<file path="config.mk">
export PLATFORM = sky130hd
export DESIGN_NAME = iqas_ram
export DESIGN_NICKNAME = d
export VERILOG_FILES = /design/src/sv/iqas_ram.sv
export SDC_FILE = /design/constraint.sdc
export NUM_CORES = 2
export LEC_CHECK = 0
export BUFFER_PORTS_ARGS = -buffer_cell sky130_fd_sc_hd__buf_2
export CAP_MARGIN = 0
export CORE_ASPECT_RATIO = 1.5
export CORE_MARGIN = 2
export CORE_UTILIZATION = 52
export CTS_BUF_LIST = sky130_fd_sc_hd__clkbuf_8
export CTS_CLUSTER_SIZE = 24
export DETAILED_ROUTE_END_ITERATION = 8
export HOLD_SLACK_MARGIN = 0.1
export PLACE_DENSITY = 0.67
export SYNTH_ARGS = -nofsm -noshare
export SYNTH_HDL_FRONTEND = slang
export SYNTH_SLANG_ARGS = --single-unit
</file>
<file path="constraint.sdc">
create_clock -name i_clk -period 2.95 [get_ports i_clk]
set_clock_uncertainty 0.2 [all_clocks]
set_input_delay 0.4425 -clock i_clk [delete_from_list [all_inputs] [get_ports i_clk]]
set_output_delay 0.4425 -clock i_clk [all_outputs]
set_load 0.005 [all_outputs]
</file>
<file path="src/sv/iqas_ram.sv">
// ----------------------------------------------------------------------------
// iqas_ram
// generic simple dual port ram, one write port, registered read port
// ----------------------------------------------------------------------------
module iqas_ram #(
    parameter int WIDTH = 16,
    parameter int DEPTH = 117
) (
    input  logic                                         i_clk,
    input  logic                                         i_we,
    input  logic [((DEPTH > 1) ? $clog2(DEPTH) : 1)-1:0] i_waddr,
    input  logic [WIDTH-1:0]                             i_wdata,
    input  logic [((DEPTH > 1) ? $clog2(DEPTH) : 1)-1:0] i_raddr,
    output logic [WIDTH-1:0]                             o_rdata
);
    logic [WIDTH-1:0] r_mem [DEPTH];
    logic [WIDTH-1:0] r_rdata;

    always_ff @(posedge i_clk) begin
        if (i_we) begin
            r_mem[i_waddr] <= i_wdata;
        end
        r_rdata <= r_mem[i_raddr];
    end

    assign o_rdata = r_rdata;
endmodule

</file>
# Yosys cells after proc, flatten, opt, wreduce, memory -nomap -nowiden
# Memory sizes are Yosys's and may differ from the RTL's. A register that Yosys moved wholly into a read port is not among the register bits.
# Cells that the tools add are included.
[totals]
wordCells = 3
out_inout_bits = 16
ff_bits = 0
mem_count = 1
in_bits = 32
ramBits = 1872
[classes]
n_mux = 2
[memory_table]
columns = ["name", "words", "width", "rd", "rd_ports_with_merged_regs", "write_ports", "line_no", "text"]
rows = [
  ["r_mem", 117, 16, 1, 1, 1, "16", "logic [WIDTH-1:0] r_mem [DEPTH];"],
]
[ops]
columns = ["cell", "n"]
rows = [
  ["$mux 1", 2],
]

# Depth between registers and ports, before layout
[logic_depth]
word_depth = 2
depth_mapped = 13
mapped_depth_nobuf = 6

# Worst setup path after synthesis
# OpenSTA, ideal clock, no wires.
[synth_path]
kind = "input-to-reg"
from = "in i_waddr[6] (netlist name)"
to = "mem r_mem[72][0], enable pin"
required_time_ps = 2341
path_slack_ps = 303
cell_stages = 3
path_buffers = 0
setup_ps = 409
arrival_ps = 2038
path_cell_list = "nor2b_1 -> nand4b_1 -> nor3_1"
[synth_rtl]
columns = ["item", "line_no", "text"]
rows = [
  ["start: declaration", "11", "input logic [((DEPTH > 1) ? $clog2(DEPTH) : 1)-1:0] i_waddr,"],
  ["end: declaration", "16", ""],
]
# Straight into the memory's write port.

# Worst setup path after layout
[layout_path]
from = "in i_waddr[3] (netlist name)"
to = "mem r_mem[15][4], enable pin"
# Straight into the memory's write port.

==> flow_summary.toml <==
[setup_path]
r2r-start = "r_mem[29][0]$_DFFE_PP_"
path_depth = 7
arrival_ns = 3.31
cp_common_cell = "dlygate4sd3_1"
worstPathMaxFanout = 13
endpoint_kind = "flop"
worst-path-buf-inv = 4
r2r_end = "o_rdata[0]$_DFF_P_"
cp_data_required_time_ns = 3.41
start_kind = "primary input"
reg2regPathDepth = 5
cp_slowest_stage_delay_ns = 0.70
cpMaxStageDelayCell = "dlygate4sd3_1"
r2r_setup_slack_ns = 0.39
path_delay_family = "buffers and inverters"
path_cells = "dlygate4sd3_1, buf_2, nor2b_1, dlygate4sd3_1, nand2_1, nor2_1, buf_12"
crit_type = "in2reg"

[drt]
wirelength_um = 187000
vias = 36900
firstDrtPassIters = 7
final_antenna_net_count = 0
drt-initial-drc-count = 4231
vias_per_cell = 6.13
route.detailed.drc = 0
wl_per_cell_um = 31.1

[clocking]
clkTransAtPathRegs_ns = 0.06
cts-buffers-inserted = 281
cts_buffer_depth = 4
ctsResizeCount = 0
cts_setup_buffers = 0
cts_htree_levels = 5
cts.sinks = 1888
cts_root_buf = "clkbuf_8"
cts_tree = "yes"
clk_latency_ns = 0.98

[global_routing]
grt_pass1_vias = 37600
track_usage_pct = 26.4
grt_max_degree = 118
grt_first_pass_wirelength_um = 266000
antenna_found_initial = 18
overflow = 0

[sta]
layout_setup_ws_ns = 0.0981
fmax_mhz = 351
setup_tns_ns = 0
worstMarginPinSlew_ns = 1.00
post-route-min-period_ns = 2.85
setup_viol = 0
timing.final.crit_share_pct = 96.7
relSlewSlack_pct = 33.0
rsz0062_at_grt = "false"
maxSlewViolCount = 0
hold_violations = 0

[layout]
final_cell_mix = "edfxtp_1 (1,872), mux4_2 (414), buf_4 (371)"
fin_area_um2 = 83700
final_common_cell = "edfxtp_1"
drive_gt1_share_pct = 30.5
syn_to_final_growth_pct = 14.9
fin_nets = 3980
fillers = 9782

[worst_hold_path]
min_path_type = "in2reg"
hold_depth = 2
holdPathEnd = "r_mem[78][1]$_DFFE_PP_"
hold_start = "i_wdata[1]"

[synth]
yosys-top-cells-area = "edfxtp_1 (77%), mux4_2 (13%), mux2i_1 (3.0%)"
yosysWarnings = 0
ys.flop_type = "edfxtp_1"
synthDistinctLibCells = 41
async_flop_share_pct = 0
synth_top_area_share_pct = 77.2
syn-mean-instance-area_um2 = 21.8
synth-edff-count = 1872
seq_area_frac_synth_pct = 77.6
synth_top_area_cell = "edfxtp_1"
syn_area_um2 = 72800
syn_nets = 3379
synth.ff_latch_count = 1888
synthCells = 3347

[placement]
post-dp-hpwl_um = 120000
numPortBuffers = 47
place_area_um2 = 78400
place_ws_ns = -0.624
gp_congestion = 0.870

[floorplan]
die_w_um = 310
die_y_um = 462
start_util_pct = 52.2
fp-row-count = 168
core-area_um2 = 139000
fp.dieArea_um2 = 143000
ioPinCount = 48

[pwr]
peakVddDrop_mv = 0.298
power_mw = 52.3
p_leak_nw = 27.5
cellPowerDensity_nw_per_um2 = 624

[flow_run]
maxCapViolations = 0

[run_status]
status = "finished clean"
-- flip-flops by register name (all words and copies together), names as in the netlist --
signal / cells
o_rdata: 16
r_mem: 1872
-- layout make-up --
cell class,count,area [um^2],area share (%)
multi-input cells,1275,15200,18.1
inverters,2,7.51,0.00897
well taps,1870,2340,2.80
clock inverters,168,867,1.04
repair buffers,500,4660,5.57
clock buffers,298,4100,4.90
flip-flops and latches,1888,56500,67.6
diodes,7,17.5,0.0209
-- worst max path at each step --
| stage | startpoint | endpoint |
|---|---|---|
| after floorplan | i_waddr[6] | r_mem[72][0]$_DFFE_PP_ |
| after global placement | i_raddr[0] | o_rdata[0]$_DFF_P_ |
| after detailed placement | i_raddr[0] | o_rdata[0]$_DFF_P_ |
| after CTS | i_waddr[3] | r_mem[10][0]$_DFFE_PP_ |
| after global routing | i_waddr[3] | r_mem[15][0]$_DFFE_PP_ |
| final | i_waddr[3] | r_mem[15][4]$_DFFE_PP_ |
-- power breakdown --
part           internal [mW]  switching [mW]
combinational           1.26            1.86
sequential              29.6          0.0962
clock                   9.89            9.54
total                   40.8            11.5
-- metal layers --
metal  share of wire [%]  vias to the layer above  global-route usage, %
li1                    -                    15200                      -
met2                  52                     1678                   44.5
met5               0.030                        -                      0
met1                  36                    19600                   33.4
met4                 4.7                        8                   11.6
met3                 7.3                      378                   4.94
-- synth_stat cells (18+ instances only) --
library cell	number
a21oi_1	38
mux2i_1	220
nand4_1	18
buf_2	47
nand3_1	73
nor2_1	151
nor2b_1	26
mux2_2	30
buf_6	26
nand2_1	98
mux4_2	414
clkbuf_1	57
edfxtp_1	1872
a22oi_1	76
buf_4	29
-- cell families (layout without fill, tap and decap cells) --
group	count (synthesis)	after routing	share of synthesized area (%)
simple gates	400	400	2.45
other cells	0	7	0
flops	1888	1888	77.6
compound gates	211	211	2.03
buf+inv	184	968	1.58
mux	664	664	16.3
-- what timing repair did --
item                                     CTS  global route
endpoints found under the setup margin     0             0
hold buffers                              30             0
hold endpoints to repair                2001             0
-- metrics by stage --
step           cells  hold WS [ns]  util (%)
2_1_floorplan   3347         0.341         -
3_3_place_gp    5505         0.616      56.3
3_5_place_dp    5505         0.623      56.3
4_1_cts         6001         0.190      60.0
5_1_grt         6006         0.237      60.0
6_report        6008         0.269      60.0
(Power assumes the default switching activity.)
