==> src/sv/iqas_pkg.sv <==
// ----------------------------------------------------------------------------
// iqas_pkg
// shared constants, types and helpers of the iq amplitude statistics core
// ----------------------------------------------------------------------------
package iqas_pkg;

    localparam int MAX_PAIRS = 117;
    localparam int ADDR_W    = (MAX_PAIRS > 1) ? $clog2(MAX_PAIRS) : 1;
    localparam int CNT_W     = $clog2(MAX_PAIRS + 1);
    localparam int AMP_W     = 16;
    localparam int SUM_W     = AMP_W + CNT_W;
    localparam int SQ_W      = 16 + CNT_W;
    localparam int DVD_W     = SQ_W + 16;
    localparam int RAD_W     = 2 * ((DVD_W + 1) / 2) + 2;
    localparam int ROOT_W    = RAD_W / 2;

    localparam logic [15:0] Q_LOW  = 16'd6554;
    localparam logic [15:0] Q_MID  = 16'd32768;
    localparam logic [15:0] Q_HIGH = 16'd58982;

    typedef enum logic [1:0] {
        QS_LOW  = 2'd0,
        QS_MID  = 2'd1,
        QS_HIGH = 2'd2
    } t_qsel;

    typedef enum logic [4:0] {
        S_IDLE,
        S_AMP,
        S_INS,
        S_INS_LAST,
        S_UPD,
        S_MEAN_GO,
        S_MEAN_WT,
        S_EX2_GO,
        S_EX2_WT,
        S_VAR,
        S_SPR_WT,
        S_QPOS,
        S_QRDLO,
        S_QRDHI,
        S_QMUL,
        S_QSUM,
        S_OUT
    } t_state;

    // handshake between the sequencer and an iterative unit
    typedef struct packed {
        logic start;
    } t_unit_hs;

    function automatic logic [15:0] q_frac(input t_qsel sel);
        logic [15:0] v;
        case (sel)
            QS_LOW:  v = Q_LOW;
            QS_MID:  v = Q_MID;
            QS_HIGH: v = Q_HIGH;
            default: v = Q_MID;
        endcase
        return v;
    endfunction

endpackage

==> src/sv/iqas_sqrt.sv <==
// ----------------------------------------------------------------------------
// iqas_sqrt
// iterative integer square root, two radicand bits per cycle
// ----------------------------------------------------------------------------
module iqas_sqrt (
    input  logic                   i_clk,
    input  logic                   i_rst_n,
    input  iqas_pkg::t_unit_hs     i_hs,
    input  logic [iqas_pkg::RAD_W-1:0]  i_radicand,
    output logic                   o_done,
    output logic [iqas_pkg::ROOT_W-1:0] o_root
);
    import iqas_pkg::*;

    localparam int CNT_BITS = $clog2(ROOT_W + 1);

    logic [RAD_W-1:0]    r_val;
    logic [ROOT_W+1:0]   r_rem;
    logic [ROOT_W-1:0]   r_root;
    logic [CNT_BITS-1:0] r_cnt;
    logic                r_busy;
    logic                r_done;
    logic [ROOT_W+1:0]   n_rem;
    logic [ROOT_W+1:0]   n_trial;

    always_comb begin
        n_rem   = {r_rem[ROOT_W-1:0], r_val[RAD_W-1 -: 2]};
        n_trial = {r_root, 2'b01};
    end

    always_ff @(posedge i_clk) begin
        if (!i_rst_n) begin
            r_busy <= 1'b0;
            r_done <= 1'b0;
            r_cnt  <= '0;
        end else begin
            r_done <= 1'b0;
            if (i_hs.start) begin
                r_busy <= 1'b1;
                r_cnt  <= CNT_BITS'(ROOT_W);
                r_val  <= i_radicand;
                r_rem  <= '0;
                r_root <= '0;
            end else if (r_busy) begin
                r_val <= r_val << 2;
                if (n_rem >= n_trial) begin
                    r_rem  <= n_rem - n_trial;
                    r_root <= {r_root[ROOT_W-2:0], 1'b1};
                end else begin
                    r_rem  <= n_rem;
                    r_root <= {r_root[ROOT_W-2:0], 1'b0};
                end
                r_cnt <= r_cnt - 1'b1;
                if (r_cnt == CNT_BITS'(1)) begin
                    r_busy <= 1'b0;
                    r_done <= 1'b1;
                end
            end
        end
    end

    assign o_done = r_done;
    assign o_root = r_root;
endmodule

==> config.mk <==
export PLATFORM = sky130hd
export DESIGN_NAME = iqas_sqrt
export DESIGN_NICKNAME = d
export VERILOG_FILES = /design/src/sv/iqas_pkg.sv /design/src/sv/iqas_sqrt.sv
export SDC_FILE = /design/constraint.sdc
export NUM_CORES = 1
export LEC_CHECK = 0
export ABC_AREA = 1
export BUFFER_PORTS_ARGS = -buffer_cell sky130_fd_sc_hd__buf_4
export CORE_ASPECT_RATIO = 0.5
export CORE_UTILIZATION = 47
export DETAILED_ROUTE_END_ITERATION = 12
export GPL_ROUTABILITY_DRIVEN = 0
export HOLD_SLACK_MARGIN = 0.12
export PLACE_DENSITY = 0.72
export SLEW_MARGIN = 20
export SYNTH_ARGS = -nofsm -noshare
export SYNTH_HDL_FRONTEND = slang
export SYNTH_SLANG_ARGS = --single-unit
==> constraint.sdc <==
create_clock -name i_clk -period 17.1 [get_ports i_clk]
set_clock_uncertainty 0.2 [all_clocks]
set_input_delay 0.855 -clock i_clk [delete_from_list [all_inputs] [get_ports i_clk]]
set_output_delay 0.855 -clock i_clk [all_outputs]
set_load 0.02 [all_outputs]
---- Word-level counts from Yosys, hierarchy flattened ----
Cells that the tools add are included.
W data, S select, Z words.
word-level totals
  memories ................................ 0
  bits in registers ....................... 91
  output and inout bits ................... 22
  RAM bits ................................ 0
  bits in read-only memories .............. 0
  bits in latches ......................... 0
operators by class
  magnitude comparators ................... 1
  equality and inequality tests ........... 1
  div/mod/pow operators ................... 0
  mux-type cells .......................... 12
  bitwise logic cells ..................... 2
  shift-type cells ........................ 0
  reduce and logical (&&, ||, !) cells .... 4
  $mul .................................... 0
  add/sub/neg operators ................... 2
operators with widths
  operator               count
  $mux W42               2
  $mux W21               3
  $ge A23 B23 Y1         1
  $sub A21 B21 Y21       1
  $mux W5                2
  $eq A5 B1 Y1 const B   1
  $mux W1                5
  $sub A5 B1 Y5 const B  1
  $reduce_or A3 Y1       1
  $not A1 Y1             2
  $reduce_and A2 Y1      1
  $reduce_bool A2 Y1     1
  $reduce_or A2 Y1       1

---- Longest topological paths before layout ----
Gate-level depths: netlist of run 1.
  word-level depth ........................ 4
  mapped depth ............................ 15

---- Worst setup path before layout of run 1 ----
No wires, ideal clock.
  path type ............................... in2reg
  start point ............................. input port i_hs
  end point ............................... register r_busy
  arrival ................................. 5938 ps
  data required time ...................... 16823 ps
  setup time .............................. 77 ps
  setup slack ............................. 10885 ps
  buffers on the path ..................... 1
  stages .................................. 5
  path through ............................ clkbuf_1 clkinv_1 a21oi_1 o21ai_0 inv_1
between the ends
  cells in the longest elaborated chain, start to end .. 1
RTL lines
  what                  line             RTL
  from (decl)           iqas_sqrt.sv:8   input iqas_pkg::t_unit_hs i_hs,
  $mux W1               iqas_sqrt.sv:38  if (i_hs.start) begin
  to (signal assigned)  iqas_sqrt.sv:33  r_busy <= 1'b0;
  to (signal assigned)  iqas_sqrt.sv:39  r_busy <= 1'b1;
  to (signal assigned)  iqas_sqrt.sv:55  r_busy <= 1'b0;
  to (decl)             iqas_sqrt.sv:21  logic r_busy;
Every way passes these cells.
A chain may end at the register's enable or synchronous reset.

---- Worst setup path in the final report of run 1 ----
  start point ............................. input port i_hs
  end point ............................... register r_rem[18] (enable)
between the ends
  cells in the longest elaborated chain, start to end .. 2
RTL lines
  what                                 line             RTL
  $reduce_bool A2 Y1 (no source line)  n/a
  $reduce_and A2 Y1 (no source line)   n/a
  to (signal assigned)                 iqas_sqrt.sv:47  r_rem <= n_rem - n_trial;
  to (signal assigned)                 iqas_sqrt.sv:50  r_rem <= n_rem;
  to (decl)                            iqas_sqrt.sv:18  logic [ROOT_W+1:0] r_rem;
Every way passes these cells.

==> run summary, run 1 <==
Status -> finished, final reports clean
Yosys warning count -> 0
Number of I/O pins -> 67
Compound-Gate Fraction of Synth Area -> 0.0499
Max-slew headroom -> 0.445
Slowest stage delay, CP -> 0.77 ns
Psw -> 0.000187 W
Post-cts resize count -> 0
Combinational Power Share -> 0.235
Detailed Route Iter0 Violations -> 322
Hold Path Class -> reg -> reg
Clock Latency Late Sink -> 0.35 ns
Arrival time worst endpoint -> 3.30 ns
Seq pwr share -> 0.440
Vias after detailed routing -> 4,382
Max Freq -> 283 MHz
Crit-path leading delay family -> buffers and inverters
Final instance area -> 0.00642 mm^2
Int Power -> 0.000432 W
Fin. max-slew vios -> 0
Initial antenna violation count -> 0
Final worst-path cycle share -> 0.207
Chip height -> 78.5 um
First-pass GRT wire length -> 18,600 um
Clk sink count -> 91
Cell Area, Synth -> 0.00549 mm^2
Largest net degree at the start of global routing -> 80
Post-Syn Instances -> 691
Synth Area in Adders -> 0.0569
Main flop type after synthesis -> edfxtp_1
CTS Buffer Depth -> 2
Critical path fanouts, max -> 79
Post-Route WL -> 11,000 um
# Max-Cap Violations -> 0
Crit path buf inv count -> 4
Flops & latches, synth -> 91
Static Leak -> 3.19 nW
GRT Util Overall -> 0.194
Placed Area -> 0.00612 mm^2
Hpwl dp -> 8020 um
Cells along the critical path -> buf_4, clkinv_1, buf_4, a21oi_4, buf_4
Starting Density -> 0.491
Die Footprint -> 0.0122 mm^2
Mux cell area share after synthesis -> 0
Worst-Margin Slew -> 0.833 ns
Core area -> 0.0112 mm^2
Simple-gate area share of the yosys netlist -> 0.310
Hold buffer count at cts -> 0
Syn avg cell area -> 7.95 um^2
WP data required -> 16.87 ns
Clk pwr share -> 0.326
Pre-antenna DRT Iters -> 4
FFs w/ async S/R, synth -> 0
Rows -> 27
Synth-to-Final Area Change -> 16.9%
DRT antenna net count -> 0
CP Capture Type -> flop
CTS tree -> built
Count of different cell masters after synthesis -> 35
Synth Area in XOR/XNOR -> 0.0143
Slowest CP cell -> buf_4
Port buffer count -> 66
CTS Buf Count -> 9
Sw frac -> 0.302
Residual DRC -> 0
Wire per inst -> 12.0 um
Post-synth EDFFs -> 84
Power Density -> 96.3 mW/mm^2
Clock transition at path regs -> 0.07 ns
Peak supply drop -> 0.0538 mV
TNS Setup -> 0 ns
Crit path kind -> in -> reg
Hold Vio Cnt, Final -> 0
Clk root buf -> clkbuf_16
Final Util -> 0.575
# fillers -> 1,035
Die Wd -> 155 um
Number of inserted diodes -> 0
Vias in the first global route -> 3,989
Layout cells sized above 1 -> 0.156
Setup violators final -> 0
Critical Path Source Type -> primary input
Most used cell, CP -> buf_4
Via density -> 4.78
Overflow left after global routing -> 0
Sequential-to-total area share from yosys stat -> 0.485
RSZ-0062 raised after global routing -> false
Minimum clock period after layout -> 3.53 ns
Postcts setup bufs -> 0
Fin nets -> 823
Synthesized Nets -> 761
H-tree depth -> 3
Largest family of logic cells by synthesized area -> simple AND/OR/NAND/NOR gates
[flip-flops by register name, summed over array words and instances (netlist names)]
name,flops
r_val,42
r_busy,1
o_root,21
r_rem,21
r_cnt,5
o_done,1
[routing by layer]
metal,up-vias,part of all wire,track usage
met5,-,0,0
met4,0,0.0092,0.0446
met3,9,0.053,0.0469
met2,113,0.45,0.313
met1,1970,0.48,0.263
li1,2290,-,-
[logic make-up (layout without fill, tap and decap cells)]
logic type	after synthesis	count (layout)
buffers and inverters	116	182
flip-flops	91	91
adder cells (fa/ha/maj)	25	25
AO/OA/AOI/OAI	44	44
XOR/XNOR	9	9
AND/OR/NAND/NOR	406	406
[cells in the mapped netlist (2+ instances only)]
cell type	count	area [um^2]
xor2_1	6	52.6
a21oi_1	16	80.1
edfxtp_1	84	2520
nand3_1	15	75.1
clkbuf_1	14	52.6
xnor2_1	3	26.3
nor2_2	16	100
o21bai_1	16	120
ha_1	25	313
nand2_2	9	56.3
nand3b_1	7	52.6
nor3_1	6	30.0
clkinv_1	2	7.51
o21ai_0	6	30.0
nor2_1	71	267
nand2_1	271	1020
buf_6	2	22.5
dfxtp_1	7	140
inv_1	95	357
nand4_1	2	12.5
and2_1	3	18.8
a21oi_2	2	17.5
[final cells by class]
| cell class | count | area, um^2 | share of cell area |
|---|---|---|---|
| Clock buffer | 9 | 225 | 0.0351 |
| Clock inverter | 6 | 75.1 | 0.0117 |
| Inverter | 99 | 374 | 0.0582 |
| Multi-Input combinational cell | 484 | 2380 | 0.370 |
| Sequential cell | 91 | 2660 | 0.414 |
| Tap cell | 159 | 199 | 0.0310 |
| Timing Repair Buffer | 68 | 510 | 0.0795 |
[per-stage QoR]
step           instances  worst slack (ns)  power, W  hold slack (ns)
6_report             916             13.57  0.000619            0.281
5_1_grt              916             13.34  0.000652            0.303
4_1_cts              916             13.53  0.000624            0.284
3_5_place_dp         901             13.17  0.000422            0.274
3_3_place_gp         901             13.20  0.000419            0.264
2_1_floorplan        691             10.89  0.000387            0.245
[worst reg2reg max path, stage by stage, from the launching register on]
cell and delay, ns:
edfxtp_1 0.44, ha_1 0.38, nand2_1 0.12, inv_1 0.04
nand2_1 0.05, nand2_1 0.08, a21oi_2 0.20, nand4_4 0.39
inv_4 0.38, nor2_1 0.07, nor2_1 0.15
[layout by cell type, fill, tap and decap left out, types with 2 or more instances in the layout]
master / count
nand2_1: 271
inv_1: 95
edfxtp_1: 84
nor2_1: 71
buf_4: 68
ha_1: 25
nor2_2: 16
o21bai_1: 16
a21oi_1: 15
nand3_1: 15
nand2_2: 9
clkbuf_16: 9
nand3b_1: 7
dfxtp_1: 7
o21ai_0: 6
nor3_1: 6
xor2_1: 6
and2_1: 3
xnor2_1: 3
clkinv_1: 2
a21oi_2: 2
nand4_1: 2
clkinv_4: 2
[power by group through the flow]
| stage | Combinational, W | Sequential (W) | Clock (W) |
|---|---|---|---|
| global placement | 0.000143 | 0.000276 | 0 |
| detailed placement | 0.000145 | 0.000277 | 0 |
| global route | 0.000164 | 0.000274 | 0.000214 |
| finish | 0.000145 | 0.000272 | 0.000202 |
| floorplan | 0.000106 | 0.000281 | 0 |
| CTS | 0.000146 | 0.000272 | 0.000206 |
[final timing paths]
path         cells after the start  slack [ns]                 endpoint                     from
max                              5       13.57  r_rem[18]$_SDFFCE_PP0P_                     i_hs
min                              2        0.28    r_cnt[4]$_SDFFE_PN0N_    r_cnt[4]$_SDFFE_PN0N_
max reg2reg                     10       14.43   r_rem[2]$_SDFFCE_PP0P_  r_rem[15]$_SDFFCE_PP0P_
min reg2reg                      2        0.28    r_cnt[4]$_SDFFE_PN0N_    r_cnt[4]$_SDFFE_PN0N_
Power figures use the tool's default switching activity.
==> inputs of run 2 (changes only) <==
==> constraint.sdc (replaced) <==
create_clock -name i_clk -period 3.4 [get_ports i_clk]
set_clock_uncertainty 0.2 [all_clocks]
set_input_delay 0.17 -clock i_clk [delete_from_list [all_inputs] [get_ports i_clk]]
set_output_delay 0.17 -clock i_clk [all_outputs]
set_load 0.02 [all_outputs]
==> run 2 against run 1 <==
First-iteration DRC count is 15% lower. Global-route usage is 2.5 points higher. Worst setup slack worse by 13 ns.
==> run summary, run 2 (synthesis gave the netlist of run 1 again) <==
Status -> finished, final reports clean
Clock Latency Late Sink -> 0.36 ns
Clk pwr share -> 0.318
GRT Util Overall -> 0.218
Post-Route WL -> 12,100 um
Crit-path leading delay family -> simple AND/OR/NAND/NOR gates
Detailed Route Iter0 Violations -> 274
Most common cell after layout, fill and taps aside -> nand2_1
Slowest CP cell -> edfxtp_1
Static Leak -> 3.37 nW
Clk sink count -> 91
Most flops, register -> r_val
Postcts setup bufs -> 0
TNS Setup -> 0 ns
Residual DRC -> 0
FF-to-FF setup slack -> 0.79 ns
Sw frac -> 0.317
RSZ-0062 raised after global routing -> false
Clock transition at path regs -> 0.07 ns
Hold Crit Depth -> 2
Final Util -> 0.613
Minimum clock period after layout -> 2.61 ns
WP data required -> 3.39 ns
WHS Endpoint -> r_cnt[4]$_SDFFE_PN0N_
Int Power -> 0.00214 W
Hold Path Class -> reg -> reg
Starting Density -> 0.491
CTS Buf Count -> 9
Critical Path Source Type -> flop
Fin nets -> 868
Worst hold margin -> 0.281 ns
Slowest stage delay, CP -> 0.42 ns
Final instance area -> 0.00686 mm^2
Worst-Margin Slew -> 0.748 ns
Cells on worst reg2reg path -> 8
Placed Area -> 0.00614 mm^2
Finished Layout Cells -> 962
H-tree depth -> 3
Arrival time worst endpoint -> 2.60 ns
Clk root buf -> clkbuf_16
Via density -> 4.79
Peak supply drop -> 0.219 mV
Critical path fanouts, max -> 26
CP Capture Type -> flop
Synth-to-Final Area Change -> 24.8%
Most frequent cells in the layout -> nand2_1, inv_1, edfxtp_1, nor2_1, buf_4
CTS Buffer Depth -> 2
Vias after detailed routing -> 4,611
Crit path buf inv count -> 1
Max reg flops -> 42
Core area -> 0.0112 mm^2
Number of inserted diodes -> 0
Die Footprint -> 0.0122 mm^2
Setup violators final -> 0
Overflow left after global routing -> 0
Power Density -> 458 mW/mm^2
Fin. max-slew vios -> 0
Die Wd -> 155 um
Psw -> 0.000997 W
Rows -> 27
Max-slew headroom -> 0.501
Cells along the critical path -> ha_1, a21oi_1, nand2_1, a21oi_2, nand4_4, inv_4, nor2_2, nor2_1
First-pass GRT wire length -> 20,700 um
Worst r2r src -> r_rem[16]$_SDFFCE_PP0P_
# Max-Cap Violations -> 0
Number of I/O pins -> 67
Hpwl dp -> 8150 um
Max Freq -> 384 MHz
Initial antenna violation count -> 0
Vias in the first global route -> 4,442
RR Endpoint -> r_rem[11]$_SDFFCE_PP0P_
Pre-antenna DRT Iters -> 5
Combinational Power Share -> 0.247
Placed Instances -> 903
DRT antenna net count -> 0
Hold Vio Cnt, Final -> 0
Port buffer count -> 66
Hold_sp -> r_cnt[4]$_SDFFE_PN0N_
Seq pwr share -> 0.435
Wire per inst -> 12.6 um
Layout cells sized above 1 -> 0.149
Crit path kind -> reg -> reg
Final worst-path cycle share -> 0.766
CTS tree -> built
Largest net degree at the start of global routing -> 79
Chip height -> 78.5 um
## run 2: timing repair
item / CTS / global route
hold buffers: 43 / 0
hold endpoints to repair: 48 / 0
resized for setup: 0 / 0
endpoints found under the setup margin: 0 / 0
## run 2: final cells by class
type                            count  area [um^2]
Multi-Input combinational cell    484         2380
Tap cell                          159          199
Clock inverter                      6         57.6
Timing Repair Buffer              113          956
Fill cell                         975         4330
Inverter                           99          374
Sequential cell                    91         2660
Clock buffer                       10          229
## run 2: power groups by stage
| stage | combinational, W | clock [W] | sequential (W) |
|---|---|---|---|
| 6_report | 0.000776 | 0.000997 | 0.00137 |
| 5_1_grt | 0.000882 | 0.00105 | 0.00138 |
| 4_1_cts | 0.000775 | 0.00101 | 0.00137 |
| 3_5_place_dp | 0.000732 | 0 | 0.00139 |
| 3_3_place_gp | 0.000728 | 0 | 0.00139 |
| 2_1_floorplan | 0.000537 | 0 | 0.00140 |
## run 2: through the flow
stage | total power, W | setup slack (ns)
floorplan | 0.00194 | 0.737
global placement | 0.00212 | 0.781
detailed placement | 0.00212 | 0.783
CTS | 0.00316 | 0.784
global route | 0.00331 | 0.577
finish | 0.00314 | 0.795
## run 2: how the worst max path moves through the flow
stage | startpoint | to | depth (start not counted)
floorplan | i_hs | o_root[0]$_SDFFCE_PP0P_ | 3
global placement | o_root[11]$_SDFFCE_PP0P_ | r_rem[20]$_SDFFCE_PP0P_ | 14
detailed placement | o_root[11]$_SDFFCE_PP0P_ | r_rem[11]$_SDFFCE_PP0P_ | 13
CTS | r_rem[11]$_SDFFCE_PP0P_ | r_rem[11]$_SDFFCE_PP0P_ | 12
global route | o_root[8]$_SDFFCE_PP0P_ | r_rem[20]$_SDFFCE_PP0P_ | 14
finish | r_rem[16]$_SDFFCE_PP0P_ | r_rem[11]$_SDFFCE_PP0P_ | 8
## run 2: per-layer routing
| metal | share of wire | global-route usage | wire length [um] | vias to the layer above |
|---|---|---|---|---|
| li1 | - | - | - | 2390 |
| met1 | 0.47 | 0.285 | 5750 | 2057 |
| met2 | 0.45 | 0.356 | 5470 | 141 |
| met3 | 0.055 | 0.0536 | 672 | 23 |
| met4 | 0.019 | 0.0743 | 225 | 0 |
| met5 | 0 | 0 | 0 | - |
## run 2: worst register-to-register path, cell delays in order, from the launching register on
cell and delay [ns]:
edfxtp_1 0.42, ha_1 0.36, a21oi_1 0.20, nand2_1 0.10, a21oi_2 0.21, nand4_4 0.39, inv_4 0.35, nor2_2 0.06
nor2_1 0.15
==> inputs of run 3 (changes only) <==
--- a/config.mk
+++ b/config.mk
@@ -5,14 +5,14 @@
 export SDC_FILE = /design/constraint.sdc
 export NUM_CORES = 1
 export LEC_CHECK = 0
-export ABC_AREA = 1
+export ABC_AREA = 0
 export BUFFER_PORTS_ARGS = -buffer_cell sky130_fd_sc_hd__buf_4
 export CORE_ASPECT_RATIO = 0.5
 export CORE_UTILIZATION = 47
 export DETAILED_ROUTE_END_ITERATION = 12
 export GPL_ROUTABILITY_DRIVEN = 0
 export HOLD_SLACK_MARGIN = 0.12
-export PLACE_DENSITY = 0.72
+export PLACE_DENSITY = 0.75
 export SLEW_MARGIN = 20
 export SYNTH_ARGS = -nofsm -noshare
 export SYNTH_HDL_FRONTEND = slang
==> constraint.sdc (replaced) <==
create_clock -name i_clk -period 2.15 [get_ports i_clk]
set_clock_uncertainty 0.2 [all_clocks]
set_input_delay 0.1075 -clock i_clk [delete_from_list [all_inputs] [get_ports i_clk]]
set_output_delay 0.1075 -clock i_clk [all_outputs]
set_load 0.02 [all_outputs]
==> run 3 against run 2 <==
The run now ends with setup timing left. Utilization grew 17 points. Synthesized cell count is 35% lower. Sequential power increased by 59%. Via count grew 5.1%. Combinational power up 140%. Final area rose by 18%. Hold slack improved by 0.041 ns. Total power is 80% higher. Register-to-register slack worse by 1.3 ns. Critical path type unchanged. Critical endpoint is now r_rem[13]$_SDFFCE_PP0P_. Largest cell class is now multi-input gates.
==> run summary, run 3 <==
Status -> finished with violations
Failing checks -> setup timing
Clock transition at path regs -> 0.07 ns
CTS Buf Count -> 9
Share of the synthesized area in the top cell type -> 0.490
Most common cell after layout, fill and taps aside -> buf_4
Yosys warning count -> 0
Max reg flops -> 42
Final Util -> 0.779
Cell Area, Synth -> 0.00515 mm^2
Layout cells sized above 1 -> 0.468
Final Total Pwr -> 0.00564 W
Worst hold margin -> 0.322 ns
Finished Layout Cells -> 844
CTS tree -> built
Most flops, register -> r_val
CTS Buffer Depth -> 2
Hpwl dp -> 9080 um
Peak supply drop -> 0.442 mV
Hold Vio Cnt, Final -> 0
Syn avg cell area -> 11.4 um^2
Top-count cell post-synth -> edfxtp_1
Via density -> 5.74
Crit path buf inv count -> 2
Flops & latches, synth -> 91
GRT Util Overall -> 0.265
Synthesized Nets -> 522
Pre-antenna DRT Iters -> 5
Static Leak -> 3.33 nW
Synth-to-Final Area Change -> 57.5%
Port buffer count -> 66
Placed Instances -> 750
FFs w/ async S/R, synth -> 0
Initial antenna violation count -> 1
First-pass GRT wire length -> 22,900 um
Fin nets -> 768
# fillers -> 622
Cells along the critical path -> inv_1, ha_2, o21a_1, o21ai_4, buf_4, a2111oi_4, o21ai_0, o211ai_1, a21oi_1
CP Capture Type -> flop
# Max-Cap Violations -> 0
Starting Density -> 0.494
Area leader, netlist -> edfxtp_1
Fin. max-slew vios -> 0
Post-Route WL -> 16,100 um
Die Wd -> 150 um
Die Footprint -> 0.0114 mm^2
Clock Latency Late Sink -> 0.36 ns
Critical Path Source Type -> flop
Final worst-path cycle share -> 1.23
Power Density -> 695 mW/mm^2
RSZ-0062 raised after global routing -> true
Sequential-to-total area share from yosys stat -> 0.517
Slowest stage delay, CP -> 0.43 ns
Setup violators final -> 22
Rows -> 26
Placed Area -> 0.00676 mm^2
Vias after detailed routing -> 4,844
Final instance area -> 0.00811 mm^2
Arrival time worst endpoint -> 2.54 ns
Most frequent cells in the layout -> buf_4, edfxtp_1, dlygate4sd3_1, mux2_2, nor2_1
Vias in the first global route -> 4,620
Critical path fanouts, max -> 5
DRT antenna net count -> 0
Overflow left after global routing -> 0
Core area -> 0.0104 mm^2
Clk root buf -> clkbuf_16
Chip height -> 76 um
Crit path kind -> reg -> reg
Largest net degree at the start of global routing -> 62
Most common library cells after synthesis -> edfxtp_1, mux2_2, nor2_1
Minimum clock period after layout -> 2.64 ns
Max-slew headroom -> 0.697
Hold Path Class -> reg -> reg
Synth top area cells -> edfxtp_1, mux2_2, ha_1
H-tree depth -> 3
Clk sink count -> 91
Main flop type after synthesis -> edfxtp_1
Max Freq -> 379 MHz
Post-Syn Instances -> 452
Slowest CP cell -> a2111oi_4
Detailed Route Iter0 Violations -> 553
Post-route setup slack -> -0.488 ns
Worst-Margin Slew -> 0.451 ns
Residual DRC -> 0
Number of I/O pins -> 67
Post-synth EDFFs -> 84
Count of different cell masters after synthesis -> 61
Crit-path leading delay family -> compound AO/OA/AOI/OAI gates
WP data required -> 2.05 ns
Wire per inst -> 19.0 um
==> run 3: cell types whose count changed after synthesis, moves of 8 or more <==
cell      change
nand2_1     -250
inv_1        -63
mux2_2       +40
nor2_1       -37
nor2_2       -16
o21bai_1     -14
a21o_1       +11
a21oi_1      +11
nand2_2       -8
o21a_1        +8
o21ai_1       +8
==> run 3: tightest hold or removal path, delay by kind of cell, from the launching register on <==
kind / cells / cell delay (ns)
flip-flops: 1 / 0.33
AND/OR/NAND/NOR: 1 / 0.10
AO/OA/AOI/OAI: 1 / 0.05
==> run 3: timing repair <==
action                                 CTS  global route
hold buffers                            55             0
gates resized for setup                 29            42
endpoints found under the hold margin   67             0
gates cloned                             0             1
buffers inserted                        14             8
setup endpoints to repair               22            22
pin swaps                               15            17
==> run 3: kinds of logic (layout without fill, tap and decap cells) <==
family          count (synthesis)  count (layout)  synth area share
simple gates                  115             115             0.109
compound gates                117             117             0.163
buf+inv                        52             303            0.0423
fa+ha+maj                      25              25            0.0608
mux                            41              41            0.0895
other cells                     0               1                 0
xor+xnor                       11              11            0.0187
flops                          91              91             0.517
==> run 3: final timing paths <==
check | from | to | slack (ns) | depth (start not counted)
worst max-delay path | o_root[4]$_SDFFCE_PP0P_ | r_rem[13]$_SDFFCE_PP0P_ | -0.49 | 9
worst min-delay path | r_cnt[1]$_SDFFE_PP0P_ | r_cnt[1]$_SDFFE_PP0P_ | 0.32 | 2
worst max register to register | o_root[4]$_SDFFCE_PP0P_ | r_rem[13]$_SDFFCE_PP0P_ | -0.49 | 9
worst min register to register | r_cnt[1]$_SDFFE_PP0P_ | r_cnt[1]$_SDFFE_PP0P_ | 0.32 | 2
==> run 3: routing by layer <==
| metal | wire length (um) | vias up | global-route usage |
|---|---|---|---|
| met4 | 389 | 0 | 0.0747 |
| met1 | 6500 | 2318 | 0.343 |
| met2 | 7680 | 289 | 0.434 |
| li1 | - | 2193 | - |
| met3 | 1510 | 44 | 0.0760 |
| met5 | 0 | - | 0 |
==> run 3: power by group <==
group          switching, W  internal [W]
Combinational      0.000911      0.000953
Clock              0.000774      0.000820
Sequential        0.0000774       0.00210
==> run 3: cell type report <==
class | count | area (um^2) | share of cell area
multi-input combinational | 309 | 2690 | 0.331
sequential | 91 | 2660 | 0.328
timing repair buffer | 254 | 2170 | 0.267
clock buffer | 9 | 225 | 0.0278
tap | 140 | 175 | 0.0216
inverter | 33 | 124 | 0.0153
clock inverter | 7 | 66.3 | 0.00818
antenna | 1 | 2.50 | 0.000309
==> run 3: per-stage QoR <==
stage                     worst slack (ns)  TNS, ns
after floorplan                     -0.405    -7.58
after global placement              -0.560   -10.13
after detailed placement            -0.589   -10.84
after CTS                           -0.396    -7.69
after global routing                -0.624   -10.69
final                               -0.488    -9.01
