File: src/sv/iqas_pkg.sv
// ----------------------------------------------------------------------------
// iqas_pkg
// shared constants, types and helpers of the iq amplitude statistics core
// ----------------------------------------------------------------------------
package iqas_pkg;

    localparam int MAX_PAIRS = 117;
    localparam int ADDR_W    = (MAX_PAIRS > 1) ? $clog2(MAX_PAIRS) : 1;
    localparam int CNT_W     = $clog2(MAX_PAIRS + 1);
    localparam int AMP_W     = 16;
    localparam int SUM_W     = AMP_W + CNT_W;
    localparam int SQ_W      = 16 + CNT_W;
    localparam int DVD_W     = SQ_W + 16;
    localparam int RAD_W     = 2 * ((DVD_W + 1) / 2) + 2;
    localparam int ROOT_W    = RAD_W / 2;

    localparam logic [15:0] Q_LOW  = 16'd6554;
    localparam logic [15:0] Q_MID  = 16'd32768;
    localparam logic [15:0] Q_HIGH = 16'd58982;

    typedef enum logic [1:0] {
        QS_LOW  = 2'd0,
        QS_MID  = 2'd1,
        QS_HIGH = 2'd2
    } t_qsel;

    typedef enum logic [4:0] {
        S_IDLE,
        S_AMP,
        S_INS,
        S_INS_LAST,
        S_UPD,
        S_MEAN_GO,
        S_MEAN_WT,
        S_EX2_GO,
        S_EX2_WT,
        S_VAR,
        S_SPR_WT,
        S_QPOS,
        S_QRDLO,
        S_QRDHI,
        S_QMUL,
        S_QSUM,
        S_OUT
    } t_state;

    // handshake between the sequencer and an iterative unit
    typedef struct packed {
        logic start;
    } t_unit_hs;

    function automatic logic [15:0] q_frac(input t_qsel sel);
        logic [15:0] v;
        case (sel)
            QS_LOW:  v = Q_LOW;
            QS_MID:  v = Q_MID;
            QS_HIGH: v = Q_HIGH;
            default: v = Q_MID;
        endcase
        return v;
    endfunction

endpackage

File: src/sv/iqas_div.sv
// ----------------------------------------------------------------------------
// iqas_div
// restoring divider, one quotient bit per cycle, small divisor
// ----------------------------------------------------------------------------
module iqas_div (
    input  logic                       i_clk,
    input  logic                       i_rst_n,
    input  iqas_pkg::t_unit_hs         i_hs,
    input  logic [iqas_pkg::DVD_W-1:0] i_dividend,
    input  logic [iqas_pkg::CNT_W-1:0] i_divisor,
    output logic                       o_done,
    output logic [iqas_pkg::DVD_W-1:0] o_quotient
);
    import iqas_pkg::*;

    localparam int CNT_BITS = $clog2(DVD_W + 1);

    logic [DVD_W-1:0]    r_quo;
    logic [CNT_W:0]      r_rem;
    logic [CNT_W-1:0]    r_dvs;
    logic [CNT_BITS-1:0] r_cnt;
    logic                r_busy;
    logic                r_done;
    logic [CNT_W:0]      n_rem;

    assign n_rem = {r_rem[CNT_W-1:0], r_quo[DVD_W-1]};

    always_ff @(posedge i_clk) begin
        if (!i_rst_n) begin
            r_busy <= 1'b0;
            r_done <= 1'b0;
            r_cnt  <= '0;
        end else begin
            r_done <= 1'b0;
            if (i_hs.start) begin
                r_busy <= 1'b1;
                r_cnt  <= CNT_BITS'(DVD_W);
                r_quo  <= i_dividend;
                r_rem  <= '0;
                r_dvs  <= i_divisor;
            end else if (r_busy) begin
                if (n_rem >= {1'b0, r_dvs}) begin
                    r_rem <= n_rem - {1'b0, r_dvs};
                    r_quo <= {r_quo[DVD_W-2:0], 1'b1};
                end else begin
                    r_rem <= n_rem;
                    r_quo <= {r_quo[DVD_W-2:0], 1'b0};
                end
                r_cnt <= r_cnt - 1'b1;
                if (r_cnt == CNT_BITS'(1)) begin
                    r_busy <= 1'b0;
                    r_done <= 1'b1;
                end
            end
        end
    end

    assign o_done     = r_done;
    assign o_quotient = r_quo;
endmodule

File: config.mk
export PLATFORM = sky130hd
export DESIGN_NAME = iqas_div
export DESIGN_NICKNAME = d
export VERILOG_FILES = /design/src/sv/iqas_pkg.sv /design/src/sv/iqas_div.sv
export SDC_FILE = /design/constraint.sdc
export NUM_CORES = 1
export LEC_CHECK = 0
export BUFFER_PORTS_ARGS = -buffer_cell sky130_fd_sc_hd__buf_2
export CAP_MARGIN = 0
export CORE_MARGIN = 5
export CORE_UTILIZATION = 46
export DETAILED_ROUTE_END_ITERATION = 10
export GPL_TIMING_DRIVEN = 0
export PLACE_DENSITY = 0.73
export RECOVER_POWER = 100
export SYNTH_ARGS = -nofsm -noshare
export SYNTH_HDL_FRONTEND = slang
export SYNTH_SLANG_ARGS = --single-unit
File: constraint.sdc
create_clock -name i_clk -period 1.9 [get_ports i_clk]
set_input_delay 0.38 -clock i_clk [delete_from_list [all_inputs] [get_ports i_clk]]
set_output_delay 0.38 -clock i_clk [all_outputs]
set_load 0.005 [all_outputs]
-- Yosys cells after proc, flatten, opt, wreduce, memory -nomap -nowiden
Index checks and enable logic that the tools add are counted.
- bits in registers: 61
- input bits: 49
- logic and storage cells: 29
- add/subtract/negate cells: 2
- $lt $le $gt $ge: 1
- eq/ne operators: 1
- mux-type cells: 11
- bitwise operators: 2
- reductions and logical operators: 5
- operators with widths (kind ; count):
    $mux W39 ; 2
    $mux W7 ; 2
    $mux W6 ; 2
    $ge A8 B7 Y1 ; 1
    $sub A7 B7 Y7 ; 1
    $eq A6 B1 Y1 const B ; 1
    $sub A6 B1 Y6 const B ; 1
    $mux W1 ; 5
    $reduce_and A2 Y1 ; 2
    $reduce_or A3 Y1 ; 1
    $not A1 Y1 ; 2
    $reduce_bool A2 Y1 ; 1
    $reduce_or A2 Y1 ; 1

-- Longest topological paths before layout
Gate-level depths: netlist (run 1).
- word-level depth: 4
- gate-level depth with buffers: 8
- mapped depth without buffers: 8

-- Least setup slack after synthesis (run 1)
OpenSTA, ideal clock, no wires.
- path kind: register to register
- start point: register r_quo[38], in the netlist o_quotient[38]
- end point: register r_rem[6], data pin
- data arrival time: 1.897 ns
- data required time: 1.646 ns
- setup slack: -0.251 ns
- stages on the path, launching flop included: 9
- path buffers: 0
- clock period less this slack: 2.151 ns
- path through: edfxtp_1 -> inv_1 -> ha_1 -> fa_1 -> nand2b_1 -> o2bb2ai_2 -> a31o_4 -> and3_1 -> o21ba_1
- cells in the longest elaborated chain, start to end: 3
- elaborated cells between the ends (all ways): 4
- those cells by class: add/sub: 1; order compare: 1; mux: 2
- RTL lines (element ; line ; source):
    from (decl) ; iqas_div.sv:18 ; logic [DVD_W-1:0] r_quo;
    from (signal assigned) ; iqas_div.sv:38 ; r_quo <= i_dividend;
    from (signal assigned) ; iqas_div.sv:44 ; r_quo <= {r_quo[DVD_W-2:0], 1'b1};
    from (signal assigned) ; iqas_div.sv:47 ; r_quo <= {r_quo[DVD_W-2:0], 1'b0};
    $sub A7 B7 Y7 / $ge A8 B7 Y1 (equally long branches) ; iqas_div.sv:43, iqas_div.sv:42 ;
    $mux W7 * ; iqas_div.sv:42 ; if (n_rem >= {1'b0, r_dvs}) begin
    $mux W7 * ; iqas_div.sv:41 ; end else if (r_busy) begin
    to (signal assigned) ; iqas_div.sv:43 ; r_rem <= n_rem - {1'b0, r_dvs};
    to (signal assigned) ; iqas_div.sv:46 ; r_rem <= n_rem;
    to (decl) ; iqas_div.sv:19 ; logic [CNT_W:0] r_rem;
Every way passes the cells marked *; elsewhere a longest branch is shown, timed or not. The select of a mux whose other input is x is not followed.
A chain may end at the register's enable or synchronous reset.

-- Worst setup path in the final report (run 1)
Same ends and word-level chain as after synthesis.

==> out/results.txt, run 1 <==
# diodes = 0
Critical path's largest stage delay = 350 ps
Grt total ovfl = 0
Largest fanout on the critical path = 7
Critical path endpoint category = register
Clock tree skew after final layout = 9.73 ps
Buf+Inv Stages, Crit Path = 1
Worst hold path class = in -> reg
Number of top-level design ports = 89
Adder and majority cell fraction of the synthesized area = 4.50%
Vias in the first global route = 1999
Clock root cell = sky130_fd_sc_hd__clkbuf_8
Hpwl dp = 4280 um
Sequential element share of the synthesized area = 59.5%
Chip Width = 90 um
GRT Total Usage = 14.8%
Detailed-router iteration count before antenna repair = 4
Final Non-Filler Cells = 392
Maximum ir drop on the vdd rail = 0.548 mV
Number of buffers added by the clock tree synthesis step = 9
CP Data Arrival Time = 2130 ps
Synth Area in Simple Gates = 6.37%
Normalized max-slew margin = 56.4%
Post-layout total power = 3180 uW
Residual antenna-violating net count after detailed routing = 0
Antenna violations before repair = 0
Post-synthesis net count = 267
Via count normalized by instance count = 5.10
Count of flip-flops with a built-in enable after synthesis = 53
Library cell contributing the largest single delay on the critical path = sky130_fd_sc_hd__fa_2
Worst endpoint required time = 1980 ps
Rows = 29
Share of synthesized area spent on multiplexers = 15.8%
Final Wtd Congestion = 0.822
Cells taking the most area after synthesis = sky130_fd_sc_hd__edfxtp_1, sky130_fd_sc_hd__mux2_2, sky130_fd_sc_hd__dfxtp_1, sky130_fd_sc_hd__ha_1, sky130_fd_sc_hd__o21a_1
Compound-cell area share of the yosys netlist = 8.46%
Flip-flop cell with the highest count after synthesis = sky130_fd_sc_hd__edfxtp_1
Number of DRC violations after detailed routing = 0
Number of buffers inserted for hold repair after clock tree synthesis = 0
Deepest level of the CTS H-tree = 3
Sequence of cells on the critical path = inv_1 -> ha_2 -> fa_2 -> nand2b_4 -> o2bb2ai_4 -> a31o_4 -> and3_4 -> o21ba_1
Period utilisation layout = 108%
Global-route wire length before repair = 9680 um
Clk sink count = 61
Die Span Y = 90 um
#FFs+latches synth = 61
Largest family of logic cells by synthesized area = multiplexers
Final min period = 2050 ps
Share of the core filled with cells = 59.1%
Buffers added on ports = 87
Setup WS post-layout = -149 ps
Gate count after technology mapping = 208
Setup-failing EPs final = 8
Kind of cell with the highest combined delay on the critical path = compound AO/OA/AOI/OAI gates
Proportion of layout cells with a drive suffix above 1 = 44.4%
Share of the synthesized area in the top cell type = 54.1%
Number of nets in the layout = 369
Xor and xnor fraction of the mapped netlist area = 2.08%
Effective utilization at floorplan = 46.9%
Startpoint Class = register
Maximum capacitance violations = 0
Run status = finished, violations left
Avg Cell Area, Syn = 14.2 um2
Max-slew violation count = 0
Die Area = 0.00810 mm2
Unrepaired setup endpoints after global routing = yes
Yosys cell types = 45
TritonCTS clock tree = done
Pin count of the biggest net entering global routing = 48
DRT Wirelength = 5960 um
Leading area contributor after synthesis = sky130_fd_sc_hd__edfxtp_1
Maximum count of clock buffers along a single path = 2
Power density over the cells = 856 mW/mm2
Crit Path Category = reg -> reg
Tightest Pin Transition = 654 ps
Clock input transition at the sequential cells of the worst setup and hold paths = 70 ps
Leakage = 0.00146 uW
Cell area after technology mapping = 0.00294 mm2
Violated checks = setup timing
Clock latency on the worst-skew pair = 330 ps
Count of synthesis-stage warnings from yosys = 0
Number of placed instances with taps included = 372
Fmax = 488 MHz
Hold Vio Cnt, Final = 0
Via count = 2000
Placeable core area = 0.00628 mm2
Most common cell in the synthesized netlist = sky130_fd_sc_hd__edfxtp_1
Layout Area Growth over Synthesis = 26.1%
1st-iter DRT viols = 58
Share of flip-flops with an asynchronous set or reset = 0%
DR WL/cell = 15.2 um
Cell types with the highest counts after synthesis = sky130_fd_sc_hd__edfxtp_1, sky130_fd_sc_hd__mux2_2, sky130_fd_sc_hd__inv_1
cells in the final DEF, fill, tap and decap left out, types with 2 or more instances in the layout:
master	netlist	layout
sky130_fd_sc_hd__buf_2	5	65
sky130_fd_sc_hd__edfxtp_1	53	53
sky130_fd_sc_hd__mux2_2	40	39
sky130_fd_sc_hd__clkbuf_1	2	31
sky130_fd_sc_hd__inv_1	13	13
sky130_fd_sc_hd__clkbuf_8	0	9
sky130_fd_sc_hd__dfxtp_1	8	8
sky130_fd_sc_hd__nor2_1	7	7
sky130_fd_sc_hd__a21oi_1	8	7
sky130_fd_sc_hd__o21a_1	7	6
sky130_fd_sc_hd__nand3_1	6	6
sky130_fd_sc_hd__buf_4	0	5
sky130_fd_sc_hd__o21ai_0	5	5
sky130_fd_sc_hd__ha_1	9	5
sky130_fd_sc_hd__nor3_1	4	4
sky130_fd_sc_hd__xnor2_1	4	4
sky130_fd_sc_hd__xor2_1	3	3
sky130_fd_sc_hd__clkinv_2	0	3
sky130_fd_sc_hd__mux2_4	1	2
sky130_fd_sc_hd__nand2_1	2	2
sky130_fd_sc_hd__nor2b_1	2	2
sky130_fd_sc_hd__a211oi_1	2	2
sky130_fd_sc_hd__ha_2	0	2
sky130_fd_sc_hd__ha_4	0	2
layer usage:
layer	part of all wire, %	GRT usage (%)	vias up
li1	-	-	987
met2	48	22.9	56
met1	43	18.9	947
met3	7.0	5.18	10
met5	0	0	-
met4	1.4	6.33	0
sequential cells by signal, indices dropped and copies added (netlist names):
signal	flops
r_dvs	7
r_cnt	6
r_rem	7
o_done	1
o_quotient	39
r_busy	1
path summary, 6_finish.rpt:
check / start / endpoint / slack, ps / depth (start not counted)
max: o_quotient[38] / r_rem[6] / -150 / 8
min: i_divisor[1] / r_dvs[1] / 220 / 1
max reg2reg: o_quotient[38] / r_rem[6] / -150 / 8
min reg2reg: r_cnt[4] / r_cnt[4] / 570 / 2
worst register-to-register path, stage by stage, from the launching register on:
cell and delay, ps:
sky130_fd_sc_hd__edfxtp_1 340, sky130_fd_sc_hd__inv_1 50, sky130_fd_sc_hd__ha_2 180, sky130_fd_sc_hd__fa_2 350, sky130_fd_sc_hd__nand2b_4 160, sky130_fd_sc_hd__o2bb2ai_4 150
sky130_fd_sc_hd__a31o_4 270, sky130_fd_sc_hd__and3_4 150, sky130_fd_sc_hd__o21ba_1 150
metrics by stage:
step / setup slack (ps) / hold WS (ps) / cell area [um2] / setup TNS, ps
after floorplan: -190 / 479 / 2980 / -477
after global placement: -227 / 530 / 3510 / -2840
after detailed placement: -235 / 545 / 3510 / -2650
after CTS: -147 / 205 / 3720 / -682
after global routing: -232 / 208 / 3710 / -1490
final: -149 / 225 / 3710 / -586
report_power, final:
part           total, uW  internal (uW)  switching [uW]
registers           1630           1580            51.4
clock network        948            465             483
logic                597            310             287
total               3180           2360             821
layout make-up:
type | count | area (um2)
plain buffers | 9 | 46.3
clock buffers | 11 | 131
clock inverters | 5 | 27.5
fillers | 521 | 2560
inverters | 13 | 48.8
multi-input cells | 125 | 1170
flip-flops and latches | 61 | 1750
well taps | 77 | 96.3
repair buffers | 91 | 437
repair_timing:
item,in CTS,in global routing
pin swaps,3,0
buffers inserted,3,1
resized for setup,5,5
setup endpoints to repair,54,8
cell families (layout without fill, tap and decap cells):
logic type,after synthesis,in the layout
AOI/OAI and AO/OA,33,33
xor gates and xnor gates,7,7
adders and majority gates,10,10
buffers and inverters,22,129
DFF,61,61
muxes,41,41
and+or+nand+nor,34,34
Note: power is estimated with default switching activity, not from simulation.
==> inputs of run 2 (changes only) <==
Settings changed: CORE_UTILIZATION 46 to 45, PLACE_DENSITY 0.73 to 0.72.
==> out/results.txt, run 2 (same netlist as run 1, synthesis figures left out) <==
Antenna violations before repair = 0 (unchanged)
Number of nets in the layout = 370 (+0.27%)
1st-iter DRT viols = 58 (unchanged)
Worst hold path class = in -> reg
DR WL/cell = 15.6 um (+2.4%)
Setup-failing EPs final = 8 (unchanged)
Rows = 29 (unchanged)
Number of buffers added by the clock tree synthesis step = 9 (unchanged)
Number of top-level design ports = 89 (unchanged)
Hpwl dp = 4330 um (+1.2%)
DRT Wirelength = 6120 um (+2.6%)
CP Data Arrival Time = 2260 ps (+130 ps)
Chip Width = 90.9 um (+0.98%)
Tightest Pin Transition = 644 ps (-10.5 ps)
Pin count of the biggest net entering global routing = 48 (unchanged)
Sequential cell fraction of total power = 46.5% (-4.9 points)
Start point of the worst min-delay path = i_divisor[2]
Crit Path Category = reg -> reg
Internal power consumption = 2640 uW (+12%)
Number of buffers inserted for hold repair after clock tree synthesis = 0 (unchanged)
Start point of the critical path = o_quotient[38]
Clock root cell = sky130_fd_sc_hd__clkbuf_8
Via count normalized by instance count = 5.17 (+1.3%)
Leakage = 0.00149 uW (+2.4%)
Maximum ir drop on the vdd rail = 0.521 mV (-5.0%)
Period utilisation layout = 111% (+2.9 points)
Library cell contributing the largest single delay on the critical path = sky130_fd_sc_hd__edfxtp_1
Vias in the first global route = 2069 (+3.5%)
Flip-flop count of the largest register, all copies and words added = 39 (unchanged)
Maximum capacitance violations = 0 (unchanged)
Hold Vio Cnt, Final = 0 (unchanged)
Clock input transition at the sequential cells of the worst setup and hold paths = 70 ps (about the same)
Residual antenna-violating net count after detailed routing = 0 (unchanged)
Combinational power share = 18.2% (-0.6 points)
Proportion of layout cells with a drive suffix above 1 = 45.3% (+0.81 points)
Detailed-router iteration count before antenna repair = 4 (unchanged)
Setup WS post-layout = -205 ps (-55.4 ps)
Number of DRC violations after detailed routing = 0 (unchanged)
Critical path's largest stage delay = 380 ps (+30 ps)
Buf+Inv Stages, Crit Path = 2 (+1)
Placement Cell Area = 0.00351 mm2 (unchanged)
Grt total ovfl = 0 (unchanged)
Unrepaired setup endpoints after global routing = yes
Worst endpoint required time = 2060 ps (+80 ps)
Worst R2R Start = o_quotient[38]
Fmax = 475 MHz (-2.6%)
Normalized max-slew margin = 57.1% (+0.70 points)
Max-slew violation count = 0 (unchanged)
Kind of cell with the highest combined delay on the critical path = compound AO/OA/AOI/OAI gates
Fin area = 0.00380 mm2 (+2.5%)
TritonCTS clock tree = done
Fin Hold WS = 232 ps (+7.68 ps)
Via count = 2031 (+1.6%)
Die Span Y = 90.9 um (+0.98%)
Fill cells = 527 (+1.2%)
Clk sink count = 61 (unchanged)
Psw = 867 uW (+5.5%)
# diodes = 0 (unchanged)
Deepest level of the CTS H-tree = 3 (unchanged)
Largest fanout on the critical path = 6 (-1)
Critical path endpoint category = register
Most frequent standard cell in the layout excluding fill and tap cells = sky130_fd_sc_hd__buf_2
Clock tree skew after final layout = 6.09 ps (-3.65 ps)
Violated checks = setup timing
Effective utilization at floorplan = 46.4% (-0.54 points)
GRT Total Usage = 14.6% (-0.20 points)
Buffers added on ports = 87 (unchanged)
Maximum count of clock buffers along a single path = 2 (unchanged)
Global-route wire length before repair = 9770 um (+0.93%)
Sequence of cells on the critical path = inv_1 -> ha_2 -> fa_2 -> nand2b_4 -> o2bb2ai_4 -> buf_12 -> a31oi_4 -> o21ai_1 -> a21oi_1
Clock latency on the worst-skew pair = 320 ps (about the same)
Final min period = 2100 ps (+55.4 ps)
Part of the total power dissipated in the clock network = 35.3% (+5.5 points)
Die Area = 0.00826 mm2 (+2.0%)
Final Wtd Congestion = 0.740 (-9.9%)
Layout Area Growth over Synthesis = 29.2%
Power density over the cells = 922 mW/mm2 (+7.7%)
Commonest cells after routing, fill and taps aside = sky130_fd_sc_hd__buf_2, sky130_fd_sc_hd__edfxtp_1, sky130_fd_sc_hd__mux2_2
Switching Share = 24.7% (-1.2 points)
Placeable core area = 0.00635 mm2 (+1.2%)
Startpoint Class = register
Run status = finished, violations left
==> run 2: power groups by stage <==
stage	Combinational [uW]	Clock [uW]	Sequential, uW
4_1_cts	618	1260	1630
3_5_place_dp	574	0	1660
6_report	639	1240	1630
2_1_floorplan	389	0	1650
3_3_place_gp	557	0	1660
5_1_grt	701	1330	1640
==> run 2: per-layer routing <==
metal	share of wire (%)	track usage (%)
met5	0	0
met4	1.6	6.11
met3	6.1	4.25
met2	46	21.8
met1	46	19.8
==> run 2: final timing paths <==
path | endpoint | slack, ps | depth (start not counted)
worst min register to register | o_quotient[17] | 570 | 1
worst max register to register | r_rem[4] | -200 | 9
worst min-delay path | r_dvs[2] | 230 | 1
worst max-delay path | r_rem[4] | -200 | 9
==> run 2: layout make-up <==
cell class	instances	area (um2)	area share, %
flip-flops and latches	61	1750	46.0
multi-input cells	125	1190	31.4
repair buffers	92	450	11.8
clock buffers	9	124	3.26
well taps	77	96.3	2.53
clock inverters	7	90.1	2.37
plain buffers	9	50.0	1.32
inverters	13	48.8	1.28
==> run 2: what timing repair did <==
| item | in CTS | in global routing |
|---|---|---|
| setup buffers | 2 | 3 |
| endpoints found under the setup margin | 54 | 8 |
| resized for setup | 7 | 8 |
| pin swaps | 5 | 10 |
| endpoints found under the hold margin | 0 | 0 |
==> run 2: per-stage QoR <==
stage               worst slack [ps]  total power, uW  instances  TNS, ps  utilization, %
floorplan                       -190             2040        208     -477               -
global placement                -251             2210        372    -1190            55.2
detailed placement              -254             2230        372    -1670            55.2
CTS                             -181             3510        390     -999            59.6
global route                    -299             3670        393    -2150            59.9
finish                          -205             3510        393    -1370            59.9
==> run 2: worst reg2reg max path, stage by stage (launching register included) <==
cell	delay [ps]
sky130_fd_sc_hd__edfxtp_1	380
sky130_fd_sc_hd__inv_1	60
sky130_fd_sc_hd__ha_2	180
sky130_fd_sc_hd__fa_2	350
sky130_fd_sc_hd__nand2b_4	160
sky130_fd_sc_hd__o2bb2ai_4	140
sky130_fd_sc_hd__buf_12	140
sky130_fd_sc_hd__a31oi_4	270
sky130_fd_sc_hd__o21ai_1	100
sky130_fd_sc_hd__a21oi_1	170
==> inputs of run 3 (changes only) <==
Settings changed: MAX_ROUTING_LAYER set to met4, PLACE_DENSITY 0.72 to 0.69.
Clock period 1.9 ns to 2 ns, I/O delays scaled along.
==> out/results.txt, run 3 (same netlist as run 1, synthesis figures left out) <==
Run status = finished, violations left
Violated checks = setup timing
Met3 wire len = 417 um (+12%)
Proportion of layout cells with a drive suffix above 1 = 44.1% (-1.1 points)
Start point of the worst min-delay path = i_divisor[4]
1st-iter DRT viols = 97 (+67%)
Deepest level of the CTS H-tree = 3 (unchanged)
Length in cells of the worst reg-to-reg path = 8 (-1)
Buffers added on ports = 87 (unchanged)
Fin Hold WS = 248 ps (+15.5 ps)
Routed length on met2 = 2700 um (-4.2%)
Flip-flop count of the largest register, all copies and words added = 39 (unchanged)
Multi-input logic area = 0.00119 mm2 (-0.63%)
Die Span Y = 90.9 um (unchanged)
Worst R2R Start = o_quotient[38]
Highest metal layer with signal wires = met4
Clock latency on the worst-skew pair = 330 ps (about the same)
Number of buffers inserted for hold repair after clock tree synthesis = 0 (unchanged)
Detailed-router iteration count before antenna repair = 4 (unchanged)
Final Non-Filler Cells = 392 (-0.25%)
Critical path's largest stage delay = 340 ps (-40 ps)
Share of the core filled with cells = 59.2% (-0.71 points)
Clock tree skew after final layout = 7.87 ps (+1.78 ps)
Sequential cell fraction of total power = 48.4% (+1.9 points)
Sequence of cells on the critical path = inv_1 -> ha_2 -> fa_2 -> nand2b_4 -> o2bb2ai_4 -> a31o_4 -> and3_4 -> o21ba_1
Residual antenna-violating net count after detailed routing = 0 (unchanged)
Number of top-level design ports = 89 (unchanged)
Worst hold path class = in -> reg
M1 wire length = 2720 um (-4.1%)
Layout Area Growth over Synthesis = 27.7%
Vias in the first global route = 1987 (-4.0%)
Sequential cell area = 0.00175 mm2 (unchanged)
Setup-failing EPs final = 1 (-7)
Antenna violations before repair = 0 (unchanged)
Final Wtd Congestion = 0.755 (+2.0%)
Rows = 29 (unchanged)
Via count = 1996 (-1.7%)
Internal power consumption = 2380 uW (-10%)
Tightest Pin Transition = 654 ps (+10.1 ps)
Maximum capacitance violations = 0 (unchanged)
Clk sink count = 61 (unchanged)
Fmax = 488 MHz (+2.7%)
Clock root cell = sky130_fd_sc_hd__clkbuf_8
Fill cells = 541 (+2.7%)
Number of DRC violations after detailed routing = 0 (unchanged)
Number of placed instances with taps included = 372 (unchanged)
Power density over the cells = 851 mW/mm2 (-7.7%)
CP Data Arrival Time = 2140 ps (-120 ps)
TritonCTS clock tree = done
GRT Total Usage = 14.4% (-0.19 points)
Critical path endpoint category = register
Hold endpoint = r_dvs[4]
Hold Vio Cnt, Final = 0 (unchanged)
Effective utilization at floorplan = 46.4% (unchanged)
Maximum count of clock buffers along a single path = 2 (unchanged)
Global-route wire length before repair = 9260 um (-5.2%)
Max-slew violation count = 0 (unchanged)
Worst endpoint required time = 2090 ps (+30 ps)
Most frequent standard cell in the layout excluding fill and tap cells = sky130_fd_sc_hd__buf_2
Clock input transition at the sequential cells of the worst setup and hold paths = 70 ps (about the same)
Grt total ovfl = 0 (unchanged)
Setup WS post-layout = -50.3 ps (+154 ps)
Largest fanout on the critical path = 7 (+1)
Hpwl dp = 4340 um (+0.25%)
Chip Width = 90.9 um (unchanged)
Combinational power share = 18.0% (-0.2 points)
Startpoint Class = register
Worst reg2reg endpoint = r_rem[6]
Pin count of the biggest net entering global routing = 48 (unchanged)
Part of the total power dissipated in the clock network = 33.6% (-1.7 points)
Switching Share = 25.7% (+0.99 points)
Die Area = 0.00826 mm2 (unchanged)
# diodes = 0 (unchanged)
Period utilisation layout = 103% (-8.3 points)
Number of buffers added by the clock tree synthesis step = 9 (unchanged)
Unrepaired setup endpoints after global routing = yes
Normalized max-slew margin = 56.4% (-0.67 points)
Leakage = 0.00145 uW (-2.9%)
Final min period = 2050 ps (-54.4 ps)
Via count normalized by instance count = 5.09 (-1.5%)
R2r setup slk = -50 ps (+150 ps)
DR WL/cell = 15.1 um (-3.1%)
Psw = 822 uW (-5.1%)
Crit Path Category = reg -> reg
Commonest cells after routing, fill and taps aside = sky130_fd_sc_hd__buf_2, sky130_fd_sc_hd__edfxtp_1, sky130_fd_sc_hd__mux2_2
Placeable core area = 0.00635 mm2 (unchanged)
Start point of the critical path = o_quotient[38]
DRT Wirelength = 5920 um (-3.3%)
Number of nets in the layout = 369 (-0.27%)
Maximum ir drop on the vdd rail = 0.418 mV (-20%)
Cell depth of the worst min-delay path = 1 (unchanged)
Library cell contributing the largest single delay on the critical path = sky130_fd_sc_hd__edfxtp_1
-- run 3: per-stage QoR --
stage | power [uW] | instance area, um2 | setup TNS (ps) | setup WS (ps)
after global placement | 2110 | 3510 | -442 | -155
after global routing | 3370 | 3760 | -190 | -107
after CTS | 3210 | 3720 | -60.6 | -60.6
after detailed placement | 2120 | 3510 | -461 | -161
final | 3200 | 3760 | -50.3 | -50.3
after floorplan | 1940 | 2980 | -90.2 | -90.2
-- run 3: what timing repair did --
item,CTS,global route
buffers inserted,2,3
gates cloned,0,0
setup endpoints to repair,8,55
resized for setup,1,9
pin swaps,3,2
-- run 3: layout make-up --
cell class / count / share of cell area (%)
multi-input combinational: 125 / 31.5
timing repair buffer: 92 / 11.7
clock buffer: 9 / 3.29
inverter: 13 / 1.30
sequential: 61 / 46.6
clock inverter: 7 / 2.00
buffer: 8 / 0.998
tap: 77 / 2.56
-- run 3: worst max path at each step --
| stage | endpoint | slack, ps | cells past startpoint |
|---|---|---|---|
| floorplan | r_rem[6] | -90 | 8 |
| global placement | r_rem[6] | -160 | 8 |
| detailed placement | r_rem[6] | -160 | 8 |
| CTS | r_rem[6] | -60 | 7 |
| global route | r_rem[6] | -110 | 8 |
| finish | r_rem[6] | -50 | 8 |
-- run 3: power by group through the flow --
| stage | combinational [uW] | sequential (uW) | clock, uW |
|---|---|---|---|
| 6_report | 575 | 1550 | 1080 |
| 5_1_grt | 636 | 1560 | 1170 |
| 4_1_cts | 554 | 1550 | 1110 |
| 3_5_place_dp | 546 | 1570 | 0 |
| 3_3_place_gp | 535 | 1570 | 0 |
| 2_1_floorplan | 370 | 1570 | 0 |
-- run 3: layer usage --
layer | global-route usage [%] | vias to the layer above
li1 | - | 985
met1 | 18.4 | 932
met2 | 21.6 | 70
met3 | 4.08 | 9
met4 | 5.87 | 0
met5 | - | -
-- run 3: critical path: cells and delay by family, from the launching register on --
kind	cells	cell delay, ps
and+or+nand+nor	2	310
AOI/OAI and AO/OA	3	580
DFF	1	340
buffers and inverters	1	50
adders and majority gates	2	530
